`src/sv/stok_pkg.sv`:
```
// Package for the source tokenizer: token kinds, scan modes and the
// command and status structs that join the controller and the datapath.
// It depends on nothing.
`default_nettype none
package stok_pkg;
    localparam logic [5:0] K_EOF   = 6'd0;
    localparam logic [5:0] K_IDENT = 6'd1;
    localparam logic [5:0] K_INT   = 6'd2;
    localparam logic [5:0] K_UNREC = 6'd44;

    localparam logic [23:0] POS_MAX = 24'hFFFFFF;

    localparam logic [2:0] MODE_IDLE    = 3'd0;
    localparam logic [2:0] MODE_HOLD    = 3'd1;
    localparam logic [2:0] MODE_IDENT   = 3'd2;
    localparam logic [2:0] MODE_NUM     = 3'd3;
    localparam logic [2:0] MODE_COMMENT = 3'd4;

    // Controller to datapath.
    typedef struct packed {
        logic       take;      // accept a byte and run the scan step
        logic       emit_next; // advance the emission pointer
    } stok_cmd_t;

    // Datapath to controller.
    typedef struct packed {
        logic       pending;   // a token (or end token) waits to be emitted
        logic       last;      // current emitted result is the final one
    } stok_sts_t;

    function automatic logic is_space(input logic [7:0] b);
        return (b == 8'h20) || (b >= 8'h09 && b <= 8'h0D);
    endfunction

    function automatic logic is_digit(input logic [7:0] b);
        return b >= 8'h30 && b <= 8'h39;
    endfunction

    function automatic logic is_alpha(input logic [7:0] b);
        return (b >= 8'h61 && b <= 8'h7A) || (b >= 8'h41 && b <= 8'h5A);
    endfunction

    function automatic logic is_ident(input logic [7:0] b);
        return is_alpha(b) || is_digit(b) || b == 8'h5F;
    endfunction

    function automatic logic is_held(input logic [7:0] b);
        return b == "/" || b == "-" || b == ":" || b == "&" || b == "=" ||
               b == "!" || b == "<" || b == ">";
    endfunction

    function automatic logic [5:0] single_kind(input logic [7:0] b);
        case (b)
            ".": return 6'd19;
            "(": return 6'd20;
            ")": return 6'd21;
            "{": return 6'd22;
            "}": return 6'd23;
            "[": return 6'd24;
            "]": return 6'd25;
            ",": return 6'd26;
            ";": return 6'd27;
            "+": return 6'd28;
            "*": return 6'd29;
            default: return K_UNREC;
        endcase
    endfunction

    function automatic logic [5:0] pair_kind(input logic [7:0] h, input logic [7:0] b);
        if (h == ":" && b == ":") return 6'd32;
        if (h == "&" && b == "&") return 6'd33;
        if (h == "-" && b == ">") return 6'd35;
        if (h == "=" && b == "=") return 6'd37;
        if (h == "=" && b == ">") return 6'd38;
        if (h == "!" && b == "=") return 6'd39;
        if (h == "<" && b == "=") return 6'd41;
        if (h == ">" && b == "=") return 6'd43;
        return 6'd0;
    endfunction

    function automatic logic [5:0] lone_kind(input logic [7:0] h);
        case (h)
            "/": return 6'd30;
            ":": return 6'd31;
            "-": return 6'd34;
            "=": return 6'd36;
            "<": return 6'd40;
            ">": return 6'd42;
            default: return K_UNREC;
        endcase
    endfunction

    // Keywords packed as up to nine bytes, first byte in the top bits.
    function automatic logic [5:0] word_kind(input logic [71:0] w, input logic [3:0] n);
        case ({n, w})
            {4'd2, 56'd0, "fn"}:        return 6'd3;
            {4'd6, 24'd0, "extern"}:    return 6'd4;
            {4'd6, 24'd0, "struct"}:    return 6'd5;
            {4'd4, 40'd0, "enum"}:      return 6'd6;
            {4'd3, 48'd0, "let"}:       return 6'd7;
            {4'd5, 32'd0, "alloc"}:     return 6'd8;
            {4'd4, 40'd0, "free"}:      return 6'd9;
            {4'd5, 32'd0, "match"}:     return 6'd10;
            {4'd2, 56'd0, "if"}:        return 6'd11;
            {4'd4, 40'd0, "else"}:      return 6'd12;
            {4'd5, 32'd0, "while"}:     return 6'd13;
            {4'd9, "invariant"}:        return 6'd14;
            {4'd8, 8'd0, "requires"}:   return 6'd15;
            {4'd8, 8'd0, "disjoint"}:   return 6'd16;
            {4'd7, 16'd0, "ensures"}:   return 6'd17;
            {4'd6, 24'd0, "return"}:    return 6'd18;
            default:                    return K_IDENT;
        endcase
    endfunction
endpackage
`default_nettype wire

```
`src/sv/stok_ctrl.sv`:
```
// Controller of the source tokenizer: accepts a byte when nothing is waiting
// to be emitted and paces the emission of results. Uses stok_pkg.
`default_nettype none
module stok_ctrl (
    input  wire logic              clk,
    input  wire logic              rst_n,
    input  wire logic              in_valid,
    output logic                   in_stall,
    output logic                   out_valid,
    input  wire logic              out_stall,
    input  wire stok_pkg::stok_sts_t sts,
    output stok_pkg::stok_cmd_t    cmd
);
    import stok_pkg::*;

    localparam logic ST_SCAN = 1'b0;
    localparam logic ST_EMIT = 1'b1;

    logic state_reg, state_next;

    always_comb
    begin
        state_next = state_reg;
        cmd.take = 1'b0;
        cmd.emit_next = 1'b0;
        unique case (state_reg)
            ST_SCAN:
            begin
                cmd.take = in_valid;
                if (in_valid)
                    state_next = ST_EMIT;
            end
            ST_EMIT:
            begin
                // Results drain here; the next byte waits until all have gone.
                if (!sts.pending)
                    state_next = ST_SCAN;
                else if (!out_stall)
                begin
                    cmd.emit_next = 1'b1;
                    if (sts.last)
                        state_next = ST_SCAN;
                end
            end
            default: state_next = ST_SCAN;
        endcase
    end

    assign in_stall  = (state_reg != ST_SCAN);
    assign out_valid = (state_reg == ST_EMIT) && sts.pending;

    always_ff @(posedge clk or negedge rst_n)
    begin
        if (!rst_n)
            state_reg <= ST_SCAN;
        else
            state_reg <= state_next;
    end
endmodule
`default_nettype wire

```
`src/sv/stok_dp.sv`:
```
// Datapath of the source tokenizer: scan state, position counters, text
// store, value accumulator and the emission registers. Uses stok_pkg.
`default_nettype none
module stok_dp #(
    parameter int TEXT_LEN = 32
) (
    input  wire logic              clk,
    input  wire logic              rst_n,
    input  wire logic [7:0]        char_in,
    input  wire stok_pkg::stok_cmd_t cmd,
    output stok_pkg::stok_sts_t    sts,
    output logic [5:0]             token_kind,
    output logic [23:0]            start_line,
    output logic [23:0]            start_col,
    output logic signed [63:0]     int_value,
    output logic [7:0]             text_char,
    output logic [4:0]             text_index,
    output logic                   last_of_token
);
    import stok_pkg::*;

    localparam int DEPTH = TEXT_LEN - 1;
    localparam int LW = $clog2(TEXT_LEN);
    localparam logic [LW-1:0] LMAX = LW'(DEPTH);
    localparam logic [63:0] LIM = 64'h8000_0000_0000_0000;
    localparam logic [63:0] TENTH = 64'd922337203685477580; // LIM / 10

    logic [23:0] line_reg, line_next, col_reg, col_next;
    logic [23:0] tline_reg, tline_next, tcol_reg, tcol_next;
    logic [2:0]  mode_reg, mode_next;
    logic [7:0]  held_reg, held_next;
    // The first byte of a token lives in first_reg; the store holds the rest
    // from entry 1 upwards.
    logic [7:0]  store [DEPTH];
    logic [7:0]  first_reg, first_next;
    logic [LW-1:0] len_reg, len_next;
    logic [63:0] acc_reg, acc_next;
    logic        neg_reg, neg_next;

    // Emission: a token of len entries, then a single punctuator, then an end token.
    logic        tok_pend_reg, tok_pend_next;
    logic        eof_pend_reg, eof_pend_next;
    logic [LW-1:0] elen_reg, elen_next, eptr_reg;
    logic [5:0]  ekind_reg, ekind_next;
    logic [63:0] eval_reg, eval_next;
    logic [7:0]  efirst_reg, efirst_next;
    logic [23:0] eline_reg, eline_next, ecol_reg, ecol_next;
    logic [23:0] fline_reg, fline_next, fcol_reg, fcol_next;
    logic        s_pend_reg, s_pend_next;
    logic [7:0]  s_char_reg, s_char_next;
    logic [5:0]  s_kind_reg, s_kind_next;
    logic [23:0] s_line_reg, s_line_next, s_col_reg, s_col_next;

    logic        wr_en;
    logic [LW-1:0] wr_addr;
    logic [71:0] word;
    logic [3:0]  word_len;

    always_comb
    begin
        word = '0;
        for (int i = 0; i < 9; i++)
            if (i < DEPTH && LW'(i) < len_reg)
                word = {word[63:0], (i == 0) ? first_reg : store[i]};
    end

    // Words longer than nine bytes can never be keywords.
    assign word_len = (int'(len_reg) > 9) ? 4'd15 : 4'(len_reg);

    always_comb
    begin
        logic [7:0] b;
        logic       redo;
        logic [63:0] d;
        logic [5:0] pk;
        b = char_in;
        redo = 1'b0;
        d = {60'd0, b[3:0]};
        pk = pair_kind(held_reg, b);
        line_next = line_reg; col_next = col_reg;
        tline_next = tline_reg; tcol_next = tcol_reg;
        mode_next = mode_reg; held_next = held_reg;
        len_next = len_reg; acc_next = acc_reg; neg_next = neg_reg;
        first_next = first_reg; efirst_next = efirst_reg;
        tok_pend_next = tok_pend_reg; eof_pend_next = eof_pend_reg;
        elen_next = elen_reg; ekind_next = ekind_reg; eval_next = eval_reg;
        eline_next = eline_reg; ecol_next = ecol_reg;
        fline_next = fline_reg; fcol_next = fcol_reg;
        s_pend_next = s_pend_reg; s_char_next = s_char_reg; s_kind_next = s_kind_reg;
        s_line_next = s_line_reg; s_col_next = s_col_reg;
        wr_en = 1'b0; wr_addr = len_reg;

        if (cmd.emit_next)
        begin
            if (tok_pend_reg)
            begin
                if (eptr_reg + 1'b1 == elen_reg)
                    tok_pend_next = 1'b0;
            end
            else if (s_pend_reg)
                s_pend_next = 1'b0;
            else
                eof_pend_next = 1'b0;
        end

        if (cmd.take)
        begin
            unique case (mode_reg)
                MODE_IDENT:
                begin
                    if (is_ident(b))
                    begin
                        if (len_reg < LMAX) begin wr_en = 1'b1; len_next = len_reg + 1'b1; end
                    end
                    else
                    begin
                        tok_pend_next = 1'b1; ekind_next = word_kind(word, word_len);
                        eval_next = '0; redo = 1'b1;
                    end
                end
                MODE_NUM:
                begin
                    if (is_digit(b))
                    begin
                        if (len_reg < LMAX)
                        begin
                            wr_en = 1'b1; len_next = len_reg + 1'b1;
                            // (LIM - d) / 10 equals TENTH minus one when d > 8.
                            if (acc_reg > (d > 64'd8 ? TENTH - 64'd1 : TENTH))
                                acc_next = LIM;
                            else
                                acc_next = (acc_reg << 3) + (acc_reg << 1) + d;
                        end
                    end
                    else
                    begin
                        tok_pend_next = 1'b1; ekind_next = K_INT; redo = 1'b1;
                        if (neg_reg)
                            eval_next = 64'd0 - acc_reg;
                        else
                            eval_next = acc_reg[63] ? 64'h7FFF_FFFF_FFFF_FFFF : acc_reg;
                    end
                end
                MODE_COMMENT:
                begin
                    if (b != 8'd0 && b != 8'h0A) ;
                    else begin mode_next = MODE_IDLE; redo = 1'b1; end
                end
                MODE_HOLD:
                begin
                    if (held_reg == "/" && b == "/")
                        mode_next = MODE_COMMENT;
                    else if (held_reg == "-" && is_digit(b))
                    begin
                        wr_en = 1'b1; len_next = len_reg + 1'b1;
                        neg_next = 1'b1; acc_next = d; mode_next = MODE_NUM;
                    end
                    else if (pk != 6'd0)
                    begin
                        wr_en = 1'b1; len_next = len_reg + 1'b1;
                        tok_pend_next = 1'b1; ekind_next = pk; eval_next = '0;
                        mode_next = MODE_IDLE;
                    end
                    else
                    begin
                        tok_pend_next = 1'b1; ekind_next = lone_kind(held_reg);
                        eval_next = '0; redo = 1'b1;
                    end
                end
                default: redo = 1'b1;
            endcase

            if (tok_pend_next)
            begin
                elen_next = len_next; eline_next = tline_reg; ecol_next = tcol_reg;
                efirst_next = first_reg;
            end

            if (redo)
            begin
                mode_next = MODE_IDLE;
                if (b == 8'd0)
                begin
                    eof_pend_next = 1'b1; fline_next = line_reg; fcol_next = col_reg;
                    line_next = 24'd1; col_next = 24'd1;
                    tline_next = 24'd1; tcol_next = 24'd1;
                    held_next = '0; len_next = '0; acc_next = '0; neg_next = 1'b0;
                end
                else if (!is_space(b))
                begin
                    tline_next = line_reg; tcol_next = col_reg;
                    first_next = b; len_next = LW'(1);
                    if (is_alpha(b) || b == 8'h5F)
                        mode_next = MODE_IDENT;
                    else if (is_digit(b))
                    begin
                        mode_next = MODE_NUM; neg_next = 1'b0; acc_next = d;
                    end
                    else if (is_held(b))
                    begin
                        held_next = b; mode_next = MODE_HOLD;
                    end
                    else
                    begin
                        // A single punctuator has its own result register, so a
                        // token that ended on the same byte still drains first.
                        s_pend_next = 1'b1; s_kind_next = single_kind(b);
                        s_char_next = b; s_line_next = line_reg; s_col_next = col_reg;
                    end
                end
            end

            if (b != 8'd0)
            begin
                if (b == 8'h0A)
                begin
                    if (line_reg < POS_MAX) line_next = line_reg + 24'd1;
                    col_next = 24'd1;
                end
                else if (col_reg < POS_MAX)
                    col_next = col_reg + 24'd1;
            end
        end
    end

    always_ff @(posedge clk)
    begin
        if (wr_en)
            store[wr_addr[LW-1:0] < LMAX ? wr_addr : '0] <= char_in;
    end

    always_ff @(posedge clk or negedge rst_n)
    begin
        if (!rst_n)
        begin
            line_reg <= 24'd1; col_reg <= 24'd1; tline_reg <= 24'd1; tcol_reg <= 24'd1;
            mode_reg <= MODE_IDLE; held_reg <= '0; len_reg <= '0;
            acc_reg <= '0; neg_reg <= 1'b0;
            tok_pend_reg <= 1'b0; eof_pend_reg <= 1'b0; eptr_reg <= '0;
            s_pend_reg <= 1'b0;
        end
        else
        begin
            line_reg <= line_next; col_reg <= col_next;
            tline_reg <= tline_next; tcol_reg <= tcol_next;
            mode_reg <= mode_next; held_reg <= held_next; len_reg <= len_next;
            acc_reg <= acc_next; neg_reg <= neg_next;
            tok_pend_reg <= tok_pend_next; eof_pend_reg <= eof_pend_next;
            s_pend_reg <= s_pend_next;
            if (cmd.take)
                eptr_reg <= '0;
            else if (cmd.emit_next && tok_pend_reg)
                eptr_reg <= eptr_reg + 1'b1;
        end
    end

    always_ff @(posedge clk)
    begin
        elen_reg <= elen_next; ekind_reg <= ekind_next; eval_reg <= eval_next;
        eline_reg <= eline_next; ecol_reg <= ecol_next;
        fline_reg <= fline_next; fcol_reg <= fcol_next;
        first_reg <= first_next; efirst_reg <= efirst_next;
        s_char_reg <= s_char_next; s_kind_reg <= s_kind_next;
        s_line_reg <= s_line_next; s_col_reg <= s_col_next;
    end

    logic [7:0] rd_char;
    assign rd_char = (eptr_reg == '0) ? efirst_reg : store[eptr_reg < LMAX ? eptr_reg : '0];

    always_comb
    begin
        sts.pending = tok_pend_reg || eof_pend_reg || s_pend_reg;
        if (tok_pend_reg)
        begin
            token_kind = ekind_reg; start_line = eline_reg; start_col = ecol_reg;
            int_value = eval_reg; text_char = rd_char;
            text_index = 5'(eptr_reg);
            last_of_token = (eptr_reg + 1'b1 == elen_reg);
            sts.last = last_of_token && !eof_pend_reg && !s_pend_reg;
        end
        else if (s_pend_reg)
        begin
            token_kind = s_kind_reg; start_line = s_line_reg; start_col = s_col_reg;
            int_value = '0; text_char = s_char_reg; text_index = '0;
            last_of_token = 1'b1; sts.last = 1'b1;
        end
        else
        begin
            token_kind = K_EOF; start_line = fline_reg; start_col = fcol_reg;
            int_value = '0; text_char = '0; text_index = '0;
            last_of_token = 1'b1; sts.last = 1'b1;
        end
    end
endmodule
`default_nettype wire

```
`src/sv/source_tokenizer.sv`:
```
// Source tokenizer: one source byte per input transaction on char_in, with
// 0 marking the end of source. Whitespace and line comments are skipped.
// Each token leaves as a run of output transactions, one per kept text byte,
// with last_of_token high on the final one; the end of source gives one end
// token and returns the block to line 1, column 1.
// Each byte is scanned as it is taken; its results then drain at one per cycle
// while out_stall is low, and the next byte is taken once they have all gone.
// The controller state machine sets this pace.
// After reset the block waits between tokens at line 1, column 1.
// When the receiver stalls, the current result holds and in_stall stays high.
// Depends on stok_pkg, stok_ctrl and stok_dp.
`default_nettype none
module source_tokenizer #(
    parameter int TEXT_LEN = 32
) (
    input  wire logic              clk,
    input  wire logic              rst_n,
    input  wire logic              in_valid,
    output logic                   in_stall,
    input  wire logic [7:0]        char_in,
    output logic                   out_valid,
    input  wire logic              out_stall,
    output logic [5:0]             token_kind,
    output logic [23:0]            start_line,
    output logic [23:0]            start_col,
    output logic signed [63:0]     int_value,
    output logic [7:0]             text_char,
    output logic [4:0]             text_index,
    output logic                   last_of_token
);
    import stok_pkg::*;

    stok_cmd_t cmd;
    stok_sts_t sts;

    stok_ctrl u_ctrl (
        .clk(clk), .rst_n(rst_n), .in_valid(in_valid), .in_stall(in_stall),
        .out_valid(out_valid), .out_stall(out_stall), .sts(sts), .cmd(cmd)
    );

    stok_dp #(.TEXT_LEN(TEXT_LEN)) u_dp (
        .clk(clk), .rst_n(rst_n), .char_in(char_in), .cmd(cmd), .sts(sts),
        .token_kind(token_kind), .start_line(start_line), .start_col(start_col),
        .int_value(int_value), .text_char(text_char), .text_index(text_index),
        .last_of_token(last_of_token)
    );
endmodule
`default_nettype wire

```
`config.mk`:
```
export PLATFORM = sky130hd
export DESIGN_NAME = source_tokenizer
export DESIGN_NICKNAME = d
export VERILOG_FILES = /design/src/sv/stok_pkg.sv /design/src/sv/stok_ctrl.sv /design/src/sv/stok_dp.sv /design/src/sv/source_tokenizer.sv
export SDC_FILE = /design/constraint.sdc
export NUM_CORES = 2
export LEC_CHECK = 0
export ABC_AREA = 1
export BUFFER_PORTS_ARGS = -buffer_cell sky130_fd_sc_hd__buf_2
export CORE_AREA = 2 2 380 382
export CTS_CLUSTER_DIAMETER = 80
export CTS_CLUSTER_SIZE = 12
export DETAILED_ROUTE_END_ITERATION = 16
export DIE_AREA = 0 0 382 384
export PLACE_DENSITY = 0.52
export REMOVE_ABC_BUFFERS = 1
export SYNTH_ARGS = -nofsm -noshare
export SYNTH_HDL_FRONTEND = slang
export SYNTH_SLANG_ARGS = --single-unit
```
`constraint.sdc`:
```
create_clock -name clk -period 7.66 [get_ports clk]
set_clock_uncertainty 0.05 [all_clocks]
set_input_delay 0.383 -clock clk [delete_from_list [all_inputs] [get_ports clk]]
set_output_delay 0.383 -clock clk [all_outputs]
set_load 0.02 [all_outputs]
```
==> impl_results.md <==
* Status: complete, no violations
* Maximum capacitance violations at 0
* Iter 0 DRT Violations at 3,250
* Power Total at 21.3 mW
* Synth top area share at 0.357
* HP Class: in2reg
* Syn Area/Cell at 8.13 sq um
* Tot GR Track Use at 0.198
* Crit path time final at 5.21 ns
* Final wirelength at 149,000 microns
* Top sig layer: met4
* CP arrival at 5.68 ns
* Sequential cell area at 19,800 sq um
* Hold slack at 0.0533 ns
* Metal3 WL at 7750 microns
* Count of state elements after synthesis at 691
* Clock root buffer: clkbuf_16
* WS Path Type: reg2reg
* Relative slew slack at 0.209
* Max Clock Freq at 0.192 GHz
* Yosys Warn Count at 0
* Critical Path Sink Type: flop
* Post-Syn Instances at 5,221
* M1 wire length at 64,300 microns
* Top_reg_cell synth: edfxtp_1
* FILL cells at 15,100
* Pin count of the biggest net entering global routing at 91
* H-tree depth at 3
* Max incr delay on CP at 0.64 ns
* Initial antenna violation count at 4
* Post-Synthesis Cell Area at 42,500 sq um
* Drt first pass iters at 7
* Site row count at 139
* Vias at 38,000
* Area of the die at 147,000 sq um
* Worst skew pair latency at 0.68 ns
* Hold Vio Cnt, Final at 0
* Largest fanout on the critical path at 7
* Post-CTS Setup Bufs at 0
* Synth unique cells at 73
* Unrepaired setup endpoints after global routing: false
* Num CTS Buffers at 70
* Area leader, netlist: edfxtp_1
* Final setup viols at 0
* Cells along the critical path: inv_1 > fa_1 > fa_1 > inv_1 > nand3_1 > nand2_1 > a21oi_1 > o21ai_0 > a21boi_0 > o21ai_0 > a21oi_1 > o21ai_0 > a21oi_1 > xor2_1 > o22ai_1 > a21boi_0 > o22ai_1
* Final TNS setup at 0 ns
* Final Cycle Share at 0.680
* Placeable Area at 143,000 sq um
* Final net count at 5,400
* Worst-Margin Slew at 1.19 ns
* Sequential cell area fraction in the yosys report at 0.467
* Grt ovf at 0
* Max Transition Viols Final at 0
* Critical Path RT at 8.13 ns
* Multi-input combinational cell area at 19,500 sq um
* Async SR Flop Fraction at 0.269
* Startpoint types: flop
* Syn-to-layout area delta at 11.1%
* Synth area leaders: edfxtp_1 (36%), dfrtp_1 (11%), nand2_1 (8.9%)
* CTS sink cnt at 691
* PwrDens at 452 nW/um^2
* Routed Antenna Nets at 0
* Clock buffer depth at 3
* Vias/cell at 5.28
* Dpl cell area at 45,100 sq um
* Leak at 19.3 nW
* Number of placed I/O pins at 146
* Routed WL per cell at 20.7 microns
* TritonCTS clock tree: yes
* Slowest cell on the critical path: o21ai_0
* Hpwl dp at 103,000 microns
* Metal2 WL at 72,100 microns
* Number of global-route vias before repair at 36,800
* Final instance area at 47,200 sq um
* Starting Density at 0.297
* CTS clk-pin slew, worst paths at 0.07 ns
* Post-synth EDFFs at 505
* First-pass GRT wire length at 227,000 microns
* Final Wtd Congestion at 0.939
* Port Buf Inserts at 145
* Die height at 384 microns
* DRC Markers at 0
* Worst VDD drop at 0.000260 V
* Die X at 382 microns
* Max reg flops at 256
* Share of cells above drive strength 1 at 0.0739
## path summary, 6_finish.rpt
kind | startpoint | endpoint | slack [ns] | cells past startpoint
setup / recovery | u_dp.acc_reg[0]$_DFFE_PN0P_ | u_dp.acc_reg[38]$_DFFE_PN0P_ | 2.45 | 17
hold / removal | out_stall | u_ctrl.in_stall$_DFF_PN0_ | 0.05 | 4
setup reg to reg | u_dp.acc_reg[0]$_DFFE_PN0P_ | u_dp.acc_reg[38]$_DFFE_PN0P_ | 2.45 | 17
hold reg to reg | u_dp.tcol_reg[19]$_DFFE_PN0P_ | u_dp.ecol_reg[19]$_DFFE_PP_ | 0.39 | 0
max in group asynchronous | rst_n | u_dp.tline_reg[19]$_DFFE_PN0P_ | 6.01 | 3
min in group asynchronous | rst_n | u_dp.tcol_reg[12]$_DFFE_PN0P_ | 0.30 | 2
## Yosys cell counts, types with 5 or more instances
cell type,n
mux2i_1,25
a21o_1,9
nand2_1,1006
a311oi_1,26
inv_1,555
o21a_1,9
ha_1,131
clkinv_1,6
a21boi_0,42
or2_2,5
o21bai_1,6
edfxtp_1,505
xnor2_1,25
a211oi_1,29
nor4_1,32
o221a_2,6
o2111ai_1,8
nand2_2,6
o21ai_1,11
xor2_1,46
a31oi_1,63
inv_2,16
nand3_2,10
o22ai_1,119
dfrtp_1,182
nor2_1,534
o31ai_1,15
nand4_1,57
o21ai_0,452
o221ai_1,46
buf_6,8
a21oi_1,174
clkbuf_1,174
buf_4,10
a22oi_1,5
buf_2,33
nand3_1,564
buf_1,25
nor3_1,141
nor2_2,10
o32ai_1,7
o211ai_1,32
## cells in the final DEF (no fill, tap or decap), types with 63 or more instances in the layout
cell type / n
nor3_1: 140
nand2_1: 1005
a21oi_1: 174
edfxtp_1: 505
buf_2: 144
o22ai_1: 119
inv_1: 551
nand3_1: 564
clkbuf_16: 72
a31oi_1: 63
nor2_1: 523
ha_1: 131
o21ai_0: 451
dfrtp_1: 178
## layout make-up
type | instances | area share
diodes | 1 | 0.0000530
clock buffers | 108 | 0.0413
clock inverters | 11 | 0.00297
inverters | 579 | 0.0463
multi-input cells | 3708 | 0.414
flip-flops and latches | 691 | 0.420
well taps | 1903 | 0.0505
repair buffers | 205 | 0.0252
## routing by layer
metal  vias up  global-route usage
met5         -                   0
met4         0              0.0681
met3       240              0.0246
met2      1121               0.338
met1     18500               0.259
li1      18200                   -
## power breakdown
group / switching, mW / internal [mW]
Combinational: 9.07 / 3.70
Sequential: 0.718 / 4.54
Clock: 1.52 / 1.77
## worst max-delay path, delay by kind of cell, from the launching register on
kind / cells / cell delay [ns]
AOI/OAI and AO/OA: 10 / 2.82
xor gates and xnor gates: 1 / 0.20
adders and majority gates: 2 / 1.02
buffers and inverters: 2 / 0.29
DFF: 1 / 0.51
and+or+nand+nor: 2 / 0.17
## stage by stage
stage	worst slack (ns)	instances	utilization
5_1_grt	2.20	7205	0.330
2_1_floorplan	-3.29	4978	-
3_3_place_gp	2.24	7085	0.316
4_1_cts	2.52	7205	0.330
6_report	2.45	7206	0.330
3_5_place_dp	2.30	7085	0.316
## logic make-up after synthesis
logic type | synth area share
buf+inv | 0.0767
compound gates | 0.152
mux | 0.00589
simple gates | 0.244
fa+ha+maj | 0.0395
other cells | 0.0000883
flops | 0.467
xor+xnor | 0.0146
## repair_timing
item,CTS,global route
resized for setup,0,0
endpoints found under the hold margin,85,0
hold buffers,1,0
(Power assumes the default switching activity.)
